===== config.mk =====
export PLATFORM = sky130hd
export DESIGN_NAME = framed_packet_receiver_crc16
export DESIGN_NICKNAME = d
export VERILOG_FILES = /design/src/design/frc_pkg.sv /design/src/design/frc_ctrl.sv /design/src/design/frc_datapath.sv /design/src/design/framed_packet_receiver_crc16.sv
export SDC_FILE = /design/constraint.sdc
export NUM_CORES = 1
export LEC_CHECK = 0
export BUFFER_PORTS_ARGS = -buffer_cell sky130_fd_sc_hd__buf_2
export CAP_MARGIN = 40
export CORE_MARGIN = 1.5
export CORE_UTILIZATION = 54
export CTS_BUF_LIST = sky130_fd_sc_hd__clkbuf_4 sky130_fd_sc_hd__clkbuf_8
export DETAILED_ROUTE_END_ITERATION = 10
export GPL_ROUTABILITY_DRIVEN = 1
export GPL_TIMING_DRIVEN = 0
export MAX_ROUTING_LAYER = met4
export PLACE_DENSITY = 0.74
export SLEW_MARGIN = 25
export SYNTH_ARGS = -nofsm -noshare
export SYNTH_HDL_FRONTEND = slang
export SYNTH_SLANG_ARGS = --single-unit

===== constraint.sdc =====
create_clock -name aclk -period 2.9 [get_ports aclk]
set_input_delay 0 -clock aclk [delete_from_list [all_inputs] [get_ports aclk]]
set_output_delay 0 -clock aclk [all_outputs]
set_load 0.03 [all_outputs]

===== src/design/frc_pkg.sv =====
// ----------------------------------------------------------------------------
// frc_pkg: shared types and constants of the framed packet receiver
// Holds the sync bytes, payload limits, status codes, the CRC-16 byte step
// and the command and status bundles between controller and datapath.
// ----------------------------------------------------------------------------
package frc_pkg;

    localparam int MAX_PAYLOAD = 32;
    localparam int ADDR_W      = $clog2(MAX_PAYLOAD);
    localparam int LEN_W       = $clog2(MAX_PAYLOAD + 1);

    localparam logic [7:0]  SYNC_A   = 8'h26;
    localparam logic [7:0]  SYNC_B   = 8'h56;
    localparam logic [7:0]  SYNC_C   = 8'h7E;
    localparam logic [15:0] CRC_INIT = 16'hFFFF;
    localparam logic [15:0] CRC_POLY = 16'h1021;
    localparam logic [7:0]  VERSION_RESET = 8'h01;

    typedef enum logic [2:0] {
        STATUS_OK      = 3'd0,
        STATUS_CRC     = 3'd1,
        STATUS_VERSION = 3'd2,
        STATUS_LENGTH  = 3'd3,
        STATUS_SYNC    = 3'd4
    } frc_status_t;

    typedef struct packed {
        logic        seq_lo_ld;
        logic        seq_hi_ld;
        logic        crc_start;
        logic        crc_feed;
        logic        kind_ld;
        logic        len_ld;
        logic        data_wr;
        logic        crc_lo_ld;
        logic        good_commit;
        logic        emit_start;
        logic        emit_load;
        logic        out_err;
        logic        out_empty;
        frc_status_t err_code;
    } frc_cmd_t;

    typedef struct packed {
        logic sync_a;
        logic sync_b;
        logic sync_c;
        logic ver_ok;
        logic len_bad;
        logic len_byte_zero;
        logic count_done;
        logic crc_ok;
        logic len_reg_zero;
        logic rd_ok;
        logic emit_last;
        logic out_free;
    } frc_stat_t;

    // One byte through CRC-16/CCITT, most significant bit first.
    function automatic logic [15:0] crc_step(input logic [15:0] crc_in,
                                             input logic [7:0]  data);
        logic [15:0] c;
        c = crc_in ^ {data, 8'h00};
        for (int k = 0; k < 8; k++) begin
            if (c[15]) begin
                c = {c[14:0], 1'b0} ^ CRC_POLY;
            end else begin
                c = {c[14:0], 1'b0};
            end
        end
        return c;
    endfunction

endpackage


===== src/design/frc_ctrl.sv =====
// ----------------------------------------------------------------------------
// frc_ctrl: packet parsing controller
// Walks the frame layout one accepted byte at a time and then sequences the
// payload burst, issuing commands to the datapath.
// ----------------------------------------------------------------------------
module frc_ctrl (
    input  logic              aclk,
    input  logic              aresetn,
    input  logic              s_tvalid,
    output logic              s_tready,
    input  frc_pkg::frc_stat_t stat,
    output frc_pkg::frc_cmd_t  cmd
);
    import frc_pkg::*;

    typedef enum logic [11:0] {
        ST_SYNC1 = 12'b0000_0000_0001,
        ST_SYNC2 = 12'b0000_0000_0010,
        ST_SYNC3 = 12'b0000_0000_0100,
        ST_SEQLO = 12'b0000_0000_1000,
        ST_SEQHI = 12'b0000_0001_0000,
        ST_VER   = 12'b0000_0010_0000,
        ST_KIND  = 12'b0000_0100_0000,
        ST_LEN   = 12'b0000_1000_0000,
        ST_DATA  = 12'b0001_0000_0000,
        ST_CRCLO = 12'b0010_0000_0000,
        ST_CRCHI = 12'b0100_0000_0000,
        ST_EMIT  = 12'b1000_0000_0000
    } frc_state_t;

    frc_state_t state_reg, state_next;
    logic       accept;

    // Bytes are taken only while parsing and only when the output register
    // can hold any status the byte might cause.
    assign s_tready = (state_reg != ST_EMIT) && stat.out_free;
    assign accept   = s_tvalid && s_tready;

    always_comb begin
        state_next = state_reg;
        cmd        = '0;
        cmd.err_code = STATUS_OK;
        case (state_reg)
            ST_SYNC1: begin
                if (accept && stat.sync_a) begin
                    state_next = ST_SYNC2;
                end
            end
            ST_SYNC2: begin
                if (accept) begin
                    if (stat.sync_b) begin
                        state_next = ST_SYNC3;
                    end else if (!stat.sync_a) begin
                        cmd.out_err  = 1'b1;
                        cmd.err_code = STATUS_SYNC;
                        state_next   = ST_SYNC1;
                    end
                end
            end
            ST_SYNC3: begin
                if (accept) begin
                    if (stat.sync_c) begin
                        state_next = ST_SEQLO;
                    end else begin
                        cmd.out_err  = 1'b1;
                        cmd.err_code = STATUS_SYNC;
                        state_next   = ST_SYNC1;
                    end
                end
            end
            ST_SEQLO: begin
                if (accept) begin
                    cmd.seq_lo_ld = 1'b1;
                    cmd.crc_start = 1'b1;
                    state_next    = ST_SEQHI;
                end
            end
            ST_SEQHI: begin
                if (accept) begin
                    cmd.seq_hi_ld = 1'b1;
                    cmd.crc_feed  = 1'b1;
                    state_next    = ST_VER;
                end
            end
            ST_VER: begin
                if (accept) begin
                    cmd.crc_feed = 1'b1;
                    if (stat.ver_ok) begin
                        state_next = ST_KIND;
                    end else begin
                        cmd.out_err  = 1'b1;
                        cmd.err_code = STATUS_VERSION;
                        state_next   = ST_SYNC1;
                    end
                end
            end
            ST_KIND: begin
                if (accept) begin
                    cmd.kind_ld  = 1'b1;
                    cmd.crc_feed = 1'b1;
                    state_next   = ST_LEN;
                end
            end
            ST_LEN: begin
                if (accept) begin
                    cmd.crc_feed = 1'b1;
                    if (stat.len_bad) begin
                        cmd.out_err  = 1'b1;
                        cmd.err_code = STATUS_LENGTH;
                        state_next   = ST_SYNC1;
                    end else begin
                        cmd.len_ld = 1'b1;
                        state_next = stat.len_byte_zero ? ST_CRCLO : ST_DATA;
                    end
                end
            end
            ST_DATA: begin
                if (accept) begin
                    cmd.crc_feed = 1'b1;
                    cmd.data_wr  = 1'b1;
                    if (stat.count_done) begin
                        state_next = ST_CRCLO;
                    end
                end
            end
            ST_CRCLO: begin
                if (accept) begin
                    cmd.crc_lo_ld = 1'b1;
                    state_next    = ST_CRCHI;
                end
            end
            ST_CRCHI: begin
                if (accept) begin
                    if (!stat.crc_ok) begin
                        cmd.out_err  = 1'b1;
                        cmd.err_code = STATUS_CRC;
                        state_next   = ST_SYNC1;
                    end else begin
                        cmd.good_commit = 1'b1;
                        if (stat.len_reg_zero) begin
                            cmd.out_empty = 1'b1;
                            state_next    = ST_SYNC1;
                        end else begin
                            cmd.emit_start = 1'b1;
                            state_next     = ST_EMIT;
                        end
                    end
                end
            end
            ST_EMIT: begin
                if (stat.rd_ok && stat.out_free) begin
                    cmd.emit_load = 1'b1;
                    if (stat.emit_last) begin
                        state_next = ST_SYNC1;
                    end
                end
            end
            default: begin
                state_next = ST_SYNC1;
            end
        endcase
    end

    always_ff @(posedge aclk) begin
        if (!aresetn) begin
            state_reg <= ST_SYNC1;
        end else begin
            state_reg <= state_next;
        end
    end

endmodule


===== src/design/frc_datapath.sv =====
// ----------------------------------------------------------------------------
// frc_datapath: header registers, CRC, payload store and output register
// Captures frame fields on command, runs the CRC, buffers the payload and
// builds each result beat in a registered output stage.
// ----------------------------------------------------------------------------
module frc_datapath (
    input  logic                   aclk,
    input  logic                   aresetn,
    input  logic [7:0]             rx_byte,
    input  logic                   cfg_we,
    input  logic [7:0]             cfg_wdata,
    input  logic                   m_tready,
    input  frc_pkg::frc_cmd_t      cmd,
    output frc_pkg::frc_stat_t     stat,
    output logic                   out_valid,
    output frc_pkg::frc_status_t   out_status,
    output logic                   out_gap,
    output logic [7:0]             out_kind,
    output logic [15:0]            out_seq,
    output logic [5:0]             out_len,
    output logic [4:0]             out_idx,
    output logic [7:0]             out_byte,
    output logic                   out_pv,
    output logic                   out_last
);
    import frc_pkg::*;

    logic [7:0]        version_reg, version_next;
    logic [15:0]       seq_reg, seq_next;
    logic [15:0]       crc_reg, crc_next;
    logic [7:0]        crc_lo_reg, crc_lo_next;
    logic [7:0]        kind_reg, kind_next;
    logic [LEN_W-1:0]  length_reg, length_next;
    logic [LEN_W-1:0]  count_reg, count_next;
    logic [15:0]       prev_seq_reg, prev_seq_next;
    logic              seen_reg, seen_next;
    logic              gap_reg, gap_next;
    logic [ADDR_W-1:0] emit_idx_reg, emit_idx_next;
    logic              rd_ok_reg, rd_ok_next;
    logic [7:0]        rdata_reg;
    logic [7:0]        payload_mem [MAX_PAYLOAD];

    logic              out_valid_reg, out_valid_next;
    frc_status_t       out_status_reg, out_status_next;
    logic              out_gap_reg, out_gap_next;
    logic [7:0]        out_kind_reg, out_kind_next;
    logic [15:0]       out_seq_reg, out_seq_next;
    logic [5:0]        out_len_reg, out_len_next;
    logic [4:0]        out_idx_reg, out_idx_next;
    logic [7:0]        out_byte_reg, out_byte_next;
    logic              out_pv_reg, out_pv_next;
    logic              out_last_reg, out_last_next;

    logic [LEN_W:0]    count_inc;
    logic              gap_now;

    assign count_inc = {1'b0, count_reg} + (LEN_W + 1)'(1);
    assign gap_now   = seen_reg && (seq_reg != prev_seq_reg + 16'd1);

    always_comb begin
        stat.sync_a        = (rx_byte == SYNC_A);
        stat.sync_b        = (rx_byte == SYNC_B);
        stat.sync_c        = (rx_byte == SYNC_C);
        stat.ver_ok        = (rx_byte == version_reg);
        stat.len_bad       = (rx_byte > 8'(MAX_PAYLOAD));
        stat.len_byte_zero = (rx_byte == 8'd0);
        stat.count_done    = (count_inc >= {1'b0, length_reg});
        stat.crc_ok        = ({rx_byte, crc_lo_reg} == crc_reg);
        stat.len_reg_zero  = (length_reg == '0);
        stat.rd_ok         = rd_ok_reg;
        stat.emit_last     = (LEN_W'(emit_idx_reg) == length_reg - LEN_W'(1));
        stat.out_free      = !out_valid_reg || m_tready;
    end

    // Frame field capture and CRC.
    always_comb begin
        version_next  = cfg_we ? cfg_wdata : version_reg;
        seq_next      = seq_reg;
        crc_next      = crc_reg;
        crc_lo_next   = cmd.crc_lo_ld ? rx_byte : crc_lo_reg;
        kind_next     = cmd.kind_ld ? rx_byte : kind_reg;
        length_next   = cmd.len_ld ? LEN_W'(rx_byte) : length_reg;
        count_next    = count_reg;
        prev_seq_next = prev_seq_reg;
        seen_next     = seen_reg;
        gap_next      = gap_reg;
        if (cmd.seq_lo_ld) begin
            seq_next = {8'h00, rx_byte};
        end
        if (cmd.seq_hi_ld) begin
            seq_next = {rx_byte, seq_reg[7:0]};
        end
        if (cmd.crc_start) begin
            crc_next = crc_step(CRC_INIT, rx_byte);
        end else if (cmd.crc_feed) begin
            crc_next = crc_step(crc_reg, rx_byte);
        end
        if (cmd.len_ld) begin
            count_next = '0;
        end else if (cmd.data_wr) begin
            count_next = count_inc[LEN_W-1:0];
        end
        if (cmd.good_commit) begin
            gap_next      = gap_now;
            prev_seq_next = seq_reg;
            seen_next     = 1'b1;
        end
    end

    // Burst read side: the store is read every cycle at the current index;
    // rd_ok says the read data already belongs to that index.
    always_comb begin
        emit_idx_next = emit_idx_reg;
        rd_ok_next    = 1'b1;
        if (cmd.emit_start) begin
            emit_idx_next = '0;
            rd_ok_next    = 1'b0;
        end else if (cmd.emit_load) begin
            emit_idx_next = emit_idx_reg + ADDR_W'(1);
            rd_ok_next    = 1'b0;
        end
    end

    // Output register.
    always_comb begin
        out_valid_next  = out_valid_reg && !m_tready;
        out_status_next = out_status_reg;
        out_gap_next    = out_gap_reg;
        out_kind_next   = out_kind_reg;
        out_seq_next    = out_seq_reg;
        out_len_next    = out_len_reg;
        out_idx_next    = out_idx_reg;
        out_byte_next   = out_byte_reg;
        out_pv_next     = out_pv_reg;
        out_last_next   = out_last_reg;
        if (cmd.out_err) begin
            out_valid_next  = 1'b1;
            out_status_next = cmd.err_code;
            out_gap_next    = 1'b0;
            out_kind_next   = '0;
            out_seq_next    = '0;
            out_len_next    = '0;
            out_idx_next    = '0;
            out_byte_next   = '0;
            out_pv_next     = 1'b0;
            out_last_next   = 1'b1;
        end else if (cmd.out_empty) begin
            out_valid_next  = 1'b1;
            out_status_next = STATUS_OK;
            out_gap_next    = gap_now;
            out_kind_next   = kind_reg;
            out_seq_next    = seq_reg;
            out_len_next    = '0;
            out_idx_next    = '0;
            out_byte_next   = '0;
            out_pv_next     = 1'b0;
            out_last_next   = 1'b1;
        end else if (cmd.emit_load) begin
            out_valid_next  = 1'b1;
            out_status_next = STATUS_OK;
            out_gap_next    = gap_reg;
            out_kind_next   = kind_reg;
            out_seq_next    = seq_reg;
            out_len_next    = 6'(length_reg);
            out_idx_next    = 5'(emit_idx_reg);
            out_byte_next   = rdata_reg;
            out_pv_next     = 1'b1;
            out_last_next   = stat.emit_last;
        end
    end

    always_ff @(posedge aclk) begin
        if (cmd.data_wr) begin
            payload_mem[count_reg[ADDR_W-1:0]] <= rx_byte;
        end
        rdata_reg <= payload_mem[emit_idx_reg];
    end

    always_ff @(posedge aclk) begin
        if (!aresetn) begin
            version_reg   <= VERSION_RESET;
            prev_seq_reg  <= '0;
            seen_reg      <= 1'b0;
            rd_ok_reg     <= 1'b0;
            out_valid_reg <= 1'b0;
        end else begin
            version_reg   <= version_next;
            prev_seq_reg  <= prev_seq_next;
            seen_reg      <= seen_next;
            rd_ok_reg     <= rd_ok_next;
            out_valid_reg <= out_valid_next;
        end
    end

    always_ff @(posedge aclk) begin
        seq_reg        <= seq_next;
        crc_reg        <= crc_next;
        crc_lo_reg     <= crc_lo_next;
        kind_reg       <= kind_next;
        length_reg     <= length_next;
        count_reg      <= count_next;
        gap_reg        <= gap_next;
        emit_idx_reg   <= emit_idx_next;
        out_status_reg <= out_status_next;
        out_gap_reg    <= out_gap_next;
        out_kind_reg   <= out_kind_next;
        out_seq_reg    <= out_seq_next;
        out_len_reg    <= out_len_next;
        out_idx_reg    <= out_idx_next;
        out_byte_reg   <= out_byte_next;
        out_pv_reg     <= out_pv_next;
        out_last_reg   <= out_last_next;
    end

    assign out_valid  = out_valid_reg;
    assign out_status = out_status_reg;
    assign out_gap    = out_gap_reg;
    assign out_kind   = out_kind_reg;
    assign out_seq    = out_seq_reg;
    assign out_len    = out_len_reg;
    assign out_idx    = out_idx_reg;
    assign out_byte   = out_byte_reg;
    assign out_pv     = out_pv_reg;
    assign out_last   = out_last_reg;

endmodule


===== src/design/framed_packet_receiver_crc16.sv =====
// ----------------------------------------------------------------------------
// framed_packet_receiver_crc16: sync-word packet deframer with CRC-16 check
// Finds frames in a received byte stream and delivers payload or status.
// ----------------------------------------------------------------------------
// Usage: received bytes enter on the slave channel, one byte per beat in
// s_tdata. A frame is the sync bytes 0x26 0x56 0x7E, a little-endian sequence
// number, a version byte, a type byte, a length byte, the payload and a
// little-endian CRC-16/CCITT. The version byte must match the value written
// through cfg_we and cfg_wdata, which is 1 after reset.
// Results leave on the master channel. A good frame gives one beat per
// payload byte with the header fields repeated and tlast on the final beat,
// or a single beat with payload_valid low for an empty frame. Each error
// gives one status beat with tlast set.
// Throughput: a byte is accepted every cycle while parsing and the output
// register is free. A status beat shows in the cycle after the byte that
// caused it. A payload burst waits on the registered read of the payload
// store, and each beat waits for a fresh read at its index before it is
// loaded; bytes are held off for the whole burst.
// When the receiver stalls, the output register holds its beat and s_tready
// stays low until that beat is taken. Reset returns the parser to hunting
// for the first sync byte and forgets the previous sequence number.
// ----------------------------------------------------------------------------
module framed_packet_receiver_crc16 (
    input  logic        aclk,
    input  logic        aresetn,
    input  logic        s_tvalid,
    output logic        s_tready,
    input  logic [7:0]  s_tdata,    // [7:0] rx_byte
    input  logic        cfg_we,
    input  logic [7:0]  cfg_wdata,  // protocol_version
    output logic        m_tvalid,
    input  logic        m_tready,
    // [0] sequence_gap, [8:1] packet_kind, [24:9] sequence_number,
    // [30:25] payload_length, [35:31] byte_index, [43:36] payload_byte,
    // [47:44] zero
    output logic [47:0] m_tdata,
    output logic [3:0]  m_tuser,    // [2:0] status, [3] payload_valid
    output logic        m_tlast
);
    import frc_pkg::*;

    frc_cmd_t    cmd;
    frc_stat_t   stat;
    frc_status_t out_status;
    logic        out_gap;
    logic [7:0]  out_kind;
    logic [15:0] out_seq;
    logic [5:0]  out_len;
    logic [4:0]  out_idx;
    logic [7:0]  out_byte;
    logic        out_pv;

    // The controller owns the frame layout; the datapath owns every stored
    // field, the CRC and the output register.
    frc_ctrl u_ctrl (
        .aclk     (aclk),
        .aresetn  (aresetn),
        .s_tvalid (s_tvalid),
        .s_tready (s_tready),
        .stat     (stat),
        .cmd      (cmd)
    );

    frc_datapath u_datapath (
        .aclk       (aclk),
        .aresetn    (aresetn),
        .rx_byte    (s_tdata),
        .cfg_we     (cfg_we),
        .cfg_wdata  (cfg_wdata),
        .m_tready   (m_tready),
        .cmd        (cmd),
        .stat       (stat),
        .out_valid  (m_tvalid),
        .out_status (out_status),
        .out_gap    (out_gap),
        .out_kind   (out_kind),
        .out_seq    (out_seq),
        .out_len    (out_len),
        .out_idx    (out_idx),
        .out_byte   (out_byte),
        .out_pv     (out_pv),
        .out_last   (m_tlast)
    );

    // Result fields are packed from the lowest bit up, padded to six bytes.
    assign m_tdata = {4'h0, out_byte, out_idx, out_len, out_seq, out_kind, out_gap};
    assign m_tuser = {out_pv, out_status};

`ifndef NO_ASSERTIONS
    // No byte may be taken while a result still waits in the output register.
    a_no_accept_when_full: assert property (@(posedge aclk) disable iff (!aresetn)
        (m_tvalid && !m_tready) |-> !s_tready)
        else $error("byte accepted while output register is full");

    // Payload beats only ever belong to a good frame.
    a_payload_is_ok: assert property (@(posedge aclk) disable iff (!aresetn)
        (m_tvalid && m_tuser[3]) |-> (m_tuser[2:0] == STATUS_OK))
        else $error("payload beat with error status");

    // Every error status is a run of one beat.
    a_error_is_last: assert property (@(posedge aclk) disable iff (!aresetn)
        (m_tvalid && (m_tuser[2:0] != STATUS_OK)) |-> (m_tlast && !m_tuser[3]))
        else $error("error status without tlast");

    // Input is held off for the whole payload burst.
    a_burst_blocks_input: assert property (@(posedge aclk) disable iff (!aresetn)
        (m_tvalid && m_tuser[3] && !m_tlast) |-> !s_tready)
        else $error("byte accepted during payload burst");
`endif

endmodule


# ---- Yosys cells after proc, flatten, opt, wreduce, memory -nomap -nowiden
# Memory sizes are Yosys's and may differ from the RTL's. A register that Yosys moved wholly into a read port is not among the register bits.
# Cells that the tools add are included.
dict set report classes {
  n_eq_ne 35
  reduce_logical 20
  mux 122
  add_sub_neg 4
  bitwise_logic 20
  magnitude_cmp 2
}
# op n
set op_table {}
lappend op_table {{$mux 16} 27}
lappend op_table {{$mux 12} 19}
lappend op_table {{$mux 13} 16}
lappend op_table {{$pmux 12 s12} 1}
lappend op_table {{$not 3->3} 16}
lappend op_table {{$mux 1} 34}
lappend op_table {{$mux 3} 10}
lappend op_table {{$ne 2x1->1 const B} 12}
lappend op_table {{$add 16x1->16 const B} 1}
lappend op_table {{$eq 16x16->1} 1}
lappend op_table {{$eq 8x7->1 const B} 2}
lappend op_table {{$mux 8} 2}
lappend op_table {{$ne 16x16->1} 1}
lappend op_table {{$not 16->16} 1}
lappend op_table {{$xor 16x16->16} 1}
lappend op_table {{$pmux 3 s5} 1}
lappend op_table {{$reduce_and 15->1} 1}
lappend op_table {{$eq 12x1->1 const B} 1}
lappend op_table {{$eq 12x10->1 const B} 1}
lappend op_table {{$eq 12x11->1 const B} 1}
lappend op_table {{$eq 12x12->1 const B} 1}
lappend op_table {{$eq 12x2->1 const B} 1}
lappend op_table {{$eq 12x3->1 const B} 1}
lappend op_table {{$eq 12x4->1 const B} 1}
lappend op_table {{other kinds (34)} 50}
dict set report totals {
  register_bits 154
  in_bits 21
  output_inout_bits 55
  memories 1
  ramBits 256
  word_cells 228
}
# name words width rd rd_ports_with_merged_regs write_ports line
set mem_list {}
lappend mem_list {u_datapath.payload_mem 32 8 1 1 1 frc_datapath.sv:41} ;# logic [7:0] payload_mem [MAX_PAYLOAD];

# ---- Longest topological paths before layout
# Gate-level depths: netlist (run 1).
dict set report logic_depth {
  ltp_word 36
  mapped_depth 11
  depth_no_buf 10
}

# ---- Cells and area by module
# From an unflattened synthesis (run 1), not the netlist that was laid out.
dict set report hier_totals {
  hier_cells 1210
  hier_area_um2 17858.4
}
# mod cells_each seq_area_each_um2 n_inst area_each_um2
set by_module_without_submodules {}
lappend by_module_without_submodules {frc_datapath 1047 11270.8 1 16669.7}
lappend by_module_without_submodules {frc_ctrl 156 240.2 1 1139.8}
lappend by_module_without_submodules {framed_packet_receiver_crc16 7 0.0 1 48.8}

# ---- Worst setup path before layout (run 1)
# Ideal clock, no wire load.
dict set report synth_timing {
  kind {reg2reg}
  startpoint {register u_ctrl.state_reg[4]}
  endpoint {memory u_datapath.payload_mem[27][0] (enable)}
  arrival_ns 2.341
  period_less_slack_ns 2.724
  required_time_ns 2.517
  stages_incl_launch_ff 7
  slack_ns 0.176
  setup_time_ns 0.383
  path_buffers 1
  cell_sequence {dfxtp_1 -> buf_2 -> nor4_4 -> nand4_1 -> nor2_1 -> nand2_1 -> nor3_1}
}
dict set report synth_via {
  elab_chain_cells 7
  elab_cells_between_ends 8
  classes_between {eq/ne: 2; mux: 4; reduce/logical: 2}
}
# item line
set synth_lines {}
lappend synth_lines {{start, declared} frc_ctrl.sv:31} ;# frc_state_t state_reg, state_next;
lappend synth_lines {{start signal, assigned} frc_ctrl.sv:168} ;# state_reg <= state_next;
lappend synth_lines {{$ne 12x12->1} frc_ctrl.sv:36} ;# assign s_tready = (state_reg != ST_EMIT) && stat.out_free;
lappend synth_lines {{$logic_and 1x1->1} frc_ctrl.sv:36}
lappend synth_lines {{$logic_and 1x1->1} frc_ctrl.sv:37} ;# assign accept = s_tvalid && s_tready;
lappend synth_lines {{$mux 1} frc_ctrl.sv:118} ;# if (accept) begin
lappend synth_lines {{$mux 1 (*)} frc_ctrl.sv:43} ;# case (state_reg)
lappend synth_lines {{$mux 1 (*)} frc_datapath.sv:173} ;# if (cmd.data_wr) begin
lappend synth_lines {{$mux 1 (implied by the code) (*)} frc_datapath.sv:174} ;# payload_mem[count_reg[ADDR_W-1:0]] <= rx_byte;
lappend synth_lines {{end, declared} frc_datapath.sv:41}
# Mark *: on every way between the ends. The rest lies on a longest branch, timed or not.

# ---- Worst setup path after layout (run 1)
dict set report layout_timing {
  startpoint {register u_ctrl.state_reg[7]}
  endpoint {memory u_datapath.payload_mem[22][4] (enable)}
}
# The elaborated chain is that of the path after synthesis.

==> run metrics, run 1 <==
outcome finished with violations; failing checks setup timing; initial antenna violation count 0; global-route wire length before repair between 60000 and 70000 um; DRT Pass-1 Iters 5; CP startpoint kind register; total grt overflow 0; busiest grt layer met2; WL final between 40000 and 50000 um; final worst-path cycle share 1.00; clock latency on the worst-skew pair around 0.6 ns; Final #Nets ~1400; Distinct cells, synth 70; area of the multi-input gates slightly above 6000 um2; RD Place Congestion 0.851; family with the most delay on the worst path simple AND/OR/NAND/NOR gates; row count between 60 and 70; relative slew slack 0.444; ys async rst share 0; crit path cell chain clkbuf_1, nor4_4, nand4_1, nand3_2, nor2_4, nand2_2, nor2_2; WP data required between 3 and 4 ns; Hold WC Path Type in -> reg; effective utilization at floorplan 0.545; PwrDens 609 nW/um2; Max Clock Skew around 0.047 ns; Slew @ Worst Pin about 0.83 ns; GRT met1 Usage 0.332; Avg Vias per Cell approximately 5.7; Fmax between 300 and 400 MHz; Largest register FFs approximately 260; Sink Count 418; Placeable Area 32400 um2; Layout area overhead 18.0%; largest net degree at the start of global routing 38; complex-gate fraction of the synthesized area 0.0302; Slowest-stage cell, CP nor2_2; Residual DRC 0; Design Area, Final approximately 21000 um2; P_leak between 7 and 8 nW; post-synthesis adder-cell area fraction 0.00921; CP Max Fanout 8; Final Hold Viols 0; Inserted Diodes 0; layout cell share with drive strength beyond 1 0.287; #FFs+latches synth approximately 420; met2 Use GR 0.402; commonest non-fill, non-tap cell in the layout edfxtp_1; Worst path max stage delay between 0.5 and 0.6 ns; non-filler cells, final 1862; largest family of logic cells by synthesized area multiplexers; Gate Count Post-Synth between 1000 and 1500; Post-synth EDFFs between 300 and 400; H-tree depth 3; final worst path period need between 2 and 3 ns; Die Footprint 33800 um2; Global Route met3 Usage 0.0438; sequential-to-total area share from yosys stat 0.652; Inst Count DP around 1700; setup violators final 4; CP Data Arrival Time between 3 and 4 ns; CTS tree yes; drt first-iter violations around 890; Die Height 184 um; RSZ-0062 raised after global routing true; per-cell routed wire length ~22 um; die width 184 um; CP Capture Type register; CTS root buffer clkbuf_8; final worst setup slack -0.0119 ns; via count approximately 11000; xor/xnor share of the synthesized area 0.0521; Avg Cell Area, Syn between 10 and 15 um2; CTS Buffer Depth 3; Buffers on Ports 69; Total GRT Usage 0.252; Maximum Capacitance Violations 0; Num CTS Buffers 68; post-synthesis mux area share 0.137; top_reg_cell synth edfxtp_1; kind of critical path reg -> reg; DP Area approximately 19000 um2; number of global-route vias before repair ~11000; Reg area ~12000 um2; fillers 2355; most frequent cells in the layout edfxtp_1, dfxtp_1, nor2_1; dpl hpwl 26000 um; clk slew on worst S/H paths 0.06 ns; Buf/Inv on CP 1; Routed Antenna Nets 0; Netlist Area Pre-Place ~18000 um2; Post-Synth Simple-Gate Area 0.0976; worst vdd ir 0.626 mV; Warnings, synthesis 0; Slew Viols, Final 0; Ports 76
## repair_timing
item	in CTS	in global routing
setup buffers	7	9
setup endpoints to repair	302	227
hold buffers	19	0
gates resized for setup	69	28
pin swaps	3	6
hold endpoints to repair	13	0
## metal layers
metal / share of wire / routed length, um
met2: 0.48 / 19300
met1: 0.43 / 17200
met5: 0 / 0
met4: 0.029 / 1180
met3: 0.069 / 2790
## power breakdown
part / switching, mW / internal (mW)
logic: 0.480 / 0.296
clock network: 2.38 / 3.01
registers: 0.0567 / 6.47
total: 2.92 / 9.78
## cell families after synthesis
kind of cell,count (synthesis)
other,1
multiplexers,140
AO/OA/AOI/OAI,82
AND/OR/NAND/NOR,343
flip-flops,418
XOR/XNOR,105
adder cells (fa/ha/maj),13
buffers and inverters,80
## layout make-up
type,count,area share
Inverter,13,0.00252
Multi-Input combinational cell,687,0.291
Clock buffer,102,0.0608
Sequential cell,418,0.553
Buffer,64,0.0177
Timing Repair Buffer,113,0.0389
Clock inverter,23,0.00925
Tap cell,442,0.0266
## path summary, 6_finish.rpt
| path | start | end | slack (ns) | depth (start not counted) |
|---|---|---|---|---|
| max | u_ctrl.state_reg[7] | u_datapath.payload_mem[22][4] | -0.01 | 7 |
| min | s_tdata[4] | u_datapath.payload_mem[28][4] | 0.02 | 1 |
| max reg2reg | u_ctrl.state_reg[7] | u_datapath.payload_mem[22][4] | -0.01 | 7 |
| min reg2reg | u_datapath.kind_reg[1] | u_datapath.out_kind[1] | 0.45 | 2 |
## metrics by stage
step                power [mW]  setup slack (ns)   util  TNS [ns]  hold WS [ns]
finish                    12.7           -0.0119  0.643   -0.0270        0.0173
global route              13.1            -0.144  0.643     -9.96        0.0192
CTS                       12.7            0.0194  0.636         0       0.00733
detailed placement        7.33            -0.688  0.577   -161.75         0.234
global placement          7.31            -0.878  0.573   -198.30         0.220
floorplan                 7.10             0.176      -         0        0.0989
## synthesized netlist by cell type, drive strengths merged (13+ instances only)
master / n / area share
ha: 13 / 0.0092
xor2: 31 / 0.015
nand3: 21 / 0.0068
dfxtp: 104 / 0.12
nand2: 74 / 0.016
nor3: 13 / 0.0043
edfxtp: 314 / 0.53
mux4: 80 / 0.10
and2: 14 / 0.0050
buf: 29 / 0.011
mux2i: 52 / 0.029
nand4: 27 / 0.0096
nor2: 128 / 0.027
a21oi: 34 / 0.0096
clkbuf: 38 / 0.0081
o21ai: 16 / 0.0045
xnor2: 74 / 0.037
(Power assumes the default switching activity.)
==> inputs of run 2 (changes only) <==
--- a/config.mk
+++ b/config.mk
@@ -10,6 +10,7 @@
 export CORE_MARGIN = 1.5
 export CORE_UTILIZATION = 54
 export CTS_BUF_LIST = sky130_fd_sc_hd__clkbuf_4 sky130_fd_sc_hd__clkbuf_8
+export CTS_CLUSTER_SIZE = 40
 export DETAILED_ROUTE_END_ITERATION = 10
 export GPL_ROUTABILITY_DRIVEN = 1
 export GPL_TIMING_DRIVEN = 0
==> constraint.sdc (replaced) <==
create_clock -name aclk -period 2.4 [get_ports aclk]
set_input_delay 0 -clock aclk [delete_from_list [all_inputs] [get_ports aclk]]
set_output_delay 0 -clock aclk [all_outputs]
set_load 0.03 [all_outputs]
==> run metrics, run 2 (synthesis gave the netlist of run 1 again) <==
outcome finished with violations; failing checks setup timing; clock latency on the worst-skew pair 0.62 ns; Layout area overhead 22.6%; largest net degree at the start of global routing 38; clk slew on worst S/H paths 0.06 ns; Buffers on Ports 69; initial antenna violation count 0; total grt overflow 0; Sink Count between 400 and 500; RSZ-0062 raised after global routing true; Total GRT Usage 0.269; CP Capture Type register; RD Place Congestion just under 0.9; CP startpoint kind register; switching pwr roughly 3.5 mW; per-cell routed wire length between 20 and 25 um; Die Footprint roughly 34000 um2; Inst Count DP between 1500 and 2000; H-tree depth 3; P_leak 7.36 nW; Seq pwr share 0.516; Clock power frac 0.406; Largest register FFs about 260; CTS root buffer clkbuf_8; Hold Path Depth 1; CTS Buffer Depth 3; hold worst-path end u_datapath.payload_mem[13][7]; Avg Vias per Cell about 5.8; Reg2Reg Depth 10; Final Core Density 0.668; Fmax roughly 410 MHz; combinational power share 0.078; Die Height around 180 um; layout cell share with drive strength beyond 1 0.330; CP Max Fanout 8; drt first-iter violations 1048; PwrDens 705 nW/um2; worst vdd ir 0.562 mV; Max Clock Skew around 0.036 ns; most frequent cells in the layout edfxtp_1, nor2_1, dfxtp_1; Ports 76; setup violators final 15; die width around 180 um; global-route wire length before repair 64600 um; non-filler cells, final approximately 1900; number of global-route vias before repair 10982; Residual DRC 0; commonest non-fill, non-tap cell in the layout edfxtp_1; final worst path period need around 2.4 ns; final worst-path cycle share 1.01; Num CTS Buffers 67; WP data required 2.89 ns; CTS tree yes; r2r setup slk -0.02 ns; kind of critical path reg -> reg; WL final roughly 44000 um; Hold WC Path Type in -> reg; Switching Share 0.232; Final Hold Viols 0; internal power between 10 and 15 mW; Slew Viols, Final 0; final worst setup slack -0.0198 ns; worst r2r dst u_datapath.out_byte[5]; CP Data Arrival Time between 2 and 3 ns; R2R Path Start u_ctrl.state_reg[4]; Final #Nets roughly 1400; Slew @ Worst Pin 0.985 ns; row count 66; effective utilization at floorplan 0.545; DRT Pass-1 Iters 7; dpl hpwl between 20000 and 30000 um; Inserted Diodes 0; Routed Antenna Nets 0; Worst Min Path Start s_tdata[7]; via count between 10000 and 15000; relative slew slack 0.341; Placeable Area around 32000 um2; Maximum Capacitance Violations 0; minimum hold slack approximately 0.018 ns
run 2: changes by cell type in the layout (fill, tap and decap cells not counted), moves of 6 or more:
cell	before	now
dfxtp_2	3	9
nor2_4	20	31
dfxtp_1	101	89
buf_8	0	8
buf_4	20	46
clkinv_2	10	2
dfxtp_4	0	6
clkinv_1	7	15
clkbuf_1	30	15
nor2_2	11	4
buf_12	5	15
run 2: how the worst max path moves through the flow:
stage / start / end / slack (ns) / cells past startpoint
finish: u_ctrl.state_reg[4] / u_datapath.out_byte[5] / -0.02 / 10
global route: u_ctrl.state_reg[4] / u_datapath.out_byte[0] / -0.09 / 10
detailed placement: u_ctrl.state_reg[7] / u_datapath.payload_mem[9][1] / -1.22 / 7
CTS: u_ctrl.state_reg[2] / u_datapath.out_status[2] / 0.005 / 9
global placement: s_tdata[3] / u_datapath.gap_reg / -1.28 / 8
floorplan: u_ctrl.state_reg[5] / u_datapath.payload_mem[11][0] / -0.12 / 6
run 2: area by class of cell:
cell class / instances / area [um2]
multi-input cells: 690 / 6400
plain buffers: 58 / 464
repair buffers: 152 / 1270
clock buffers: 99 / 1220
fillers: 2208 / 10700
flip-flops and latches: 418 / 11500
inverters: 13 / 51.3
well taps: 442 / 553
clock inverters: 20 / 128
run 2: metrics by stage:
step | area (um2) | power (mW) | setup slack [ns] | setup TNS, ns
floorplan | 17700 | 8.58 | -0.119 | -23.91
global placement | 18600 | 8.84 | -1.28 | -366.31
detailed placement | 18700 | 8.87 | -1.22 | -358.44
CTS | 21200 | 15.2 | 0.00481 | 0
global route | 21600 | 15.7 | -0.0937 | -2.43
finish | 21600 | 15.3 | -0.0198 | -0.153
run 2: power groups by stage:
stage	logic, mW	registers, mW	clock network, mW
2_1_floorplan	0.549	8.03	0
3_3_place_gp	0.818	8.02	0
3_5_place_dp	0.839	8.03	0
4_1_cts	1.02	7.88	6.26
5_1_grt	1.26	7.88	6.58
6_report	1.19	7.88	6.19
run 2: per-layer routing:
metal / part of all wire / up-vias / GRT usage / routed length, um
met5: 0 / - / - / 0
met4: 0.042 / 0 / 0.127 / 1830
met3: 0.079 / 124 / 0.0517 / 3430
met2: 0.48 / 514 / 0.416 / 20700
met1: 0.40 / 5503 / 0.348 / 17600
li1: - / 4887 / - / -
run 2: what timing repair did:
action,4_1_cts,5_1_grt
setup buffers,35,14
gates cloned,1,3
hold endpoints to repair,87,16
hold buffers,24,2
resized for setup,139,64
pin swaps,39,34
setup endpoints to repair,412,352
run 2: critical path, cell delays in order, from the launching register on:
cell	delay, ns
dfxtp_4	0.37
nor4_4	0.51
and3_1	0.27
buf_6	0.12
nand4_1	0.12
a21oi_2	0.22
a211o_1	0.14
buf_6	0.13
nand2b_4	0.21
clkbuf_16	0.18
nor2_1	0.04
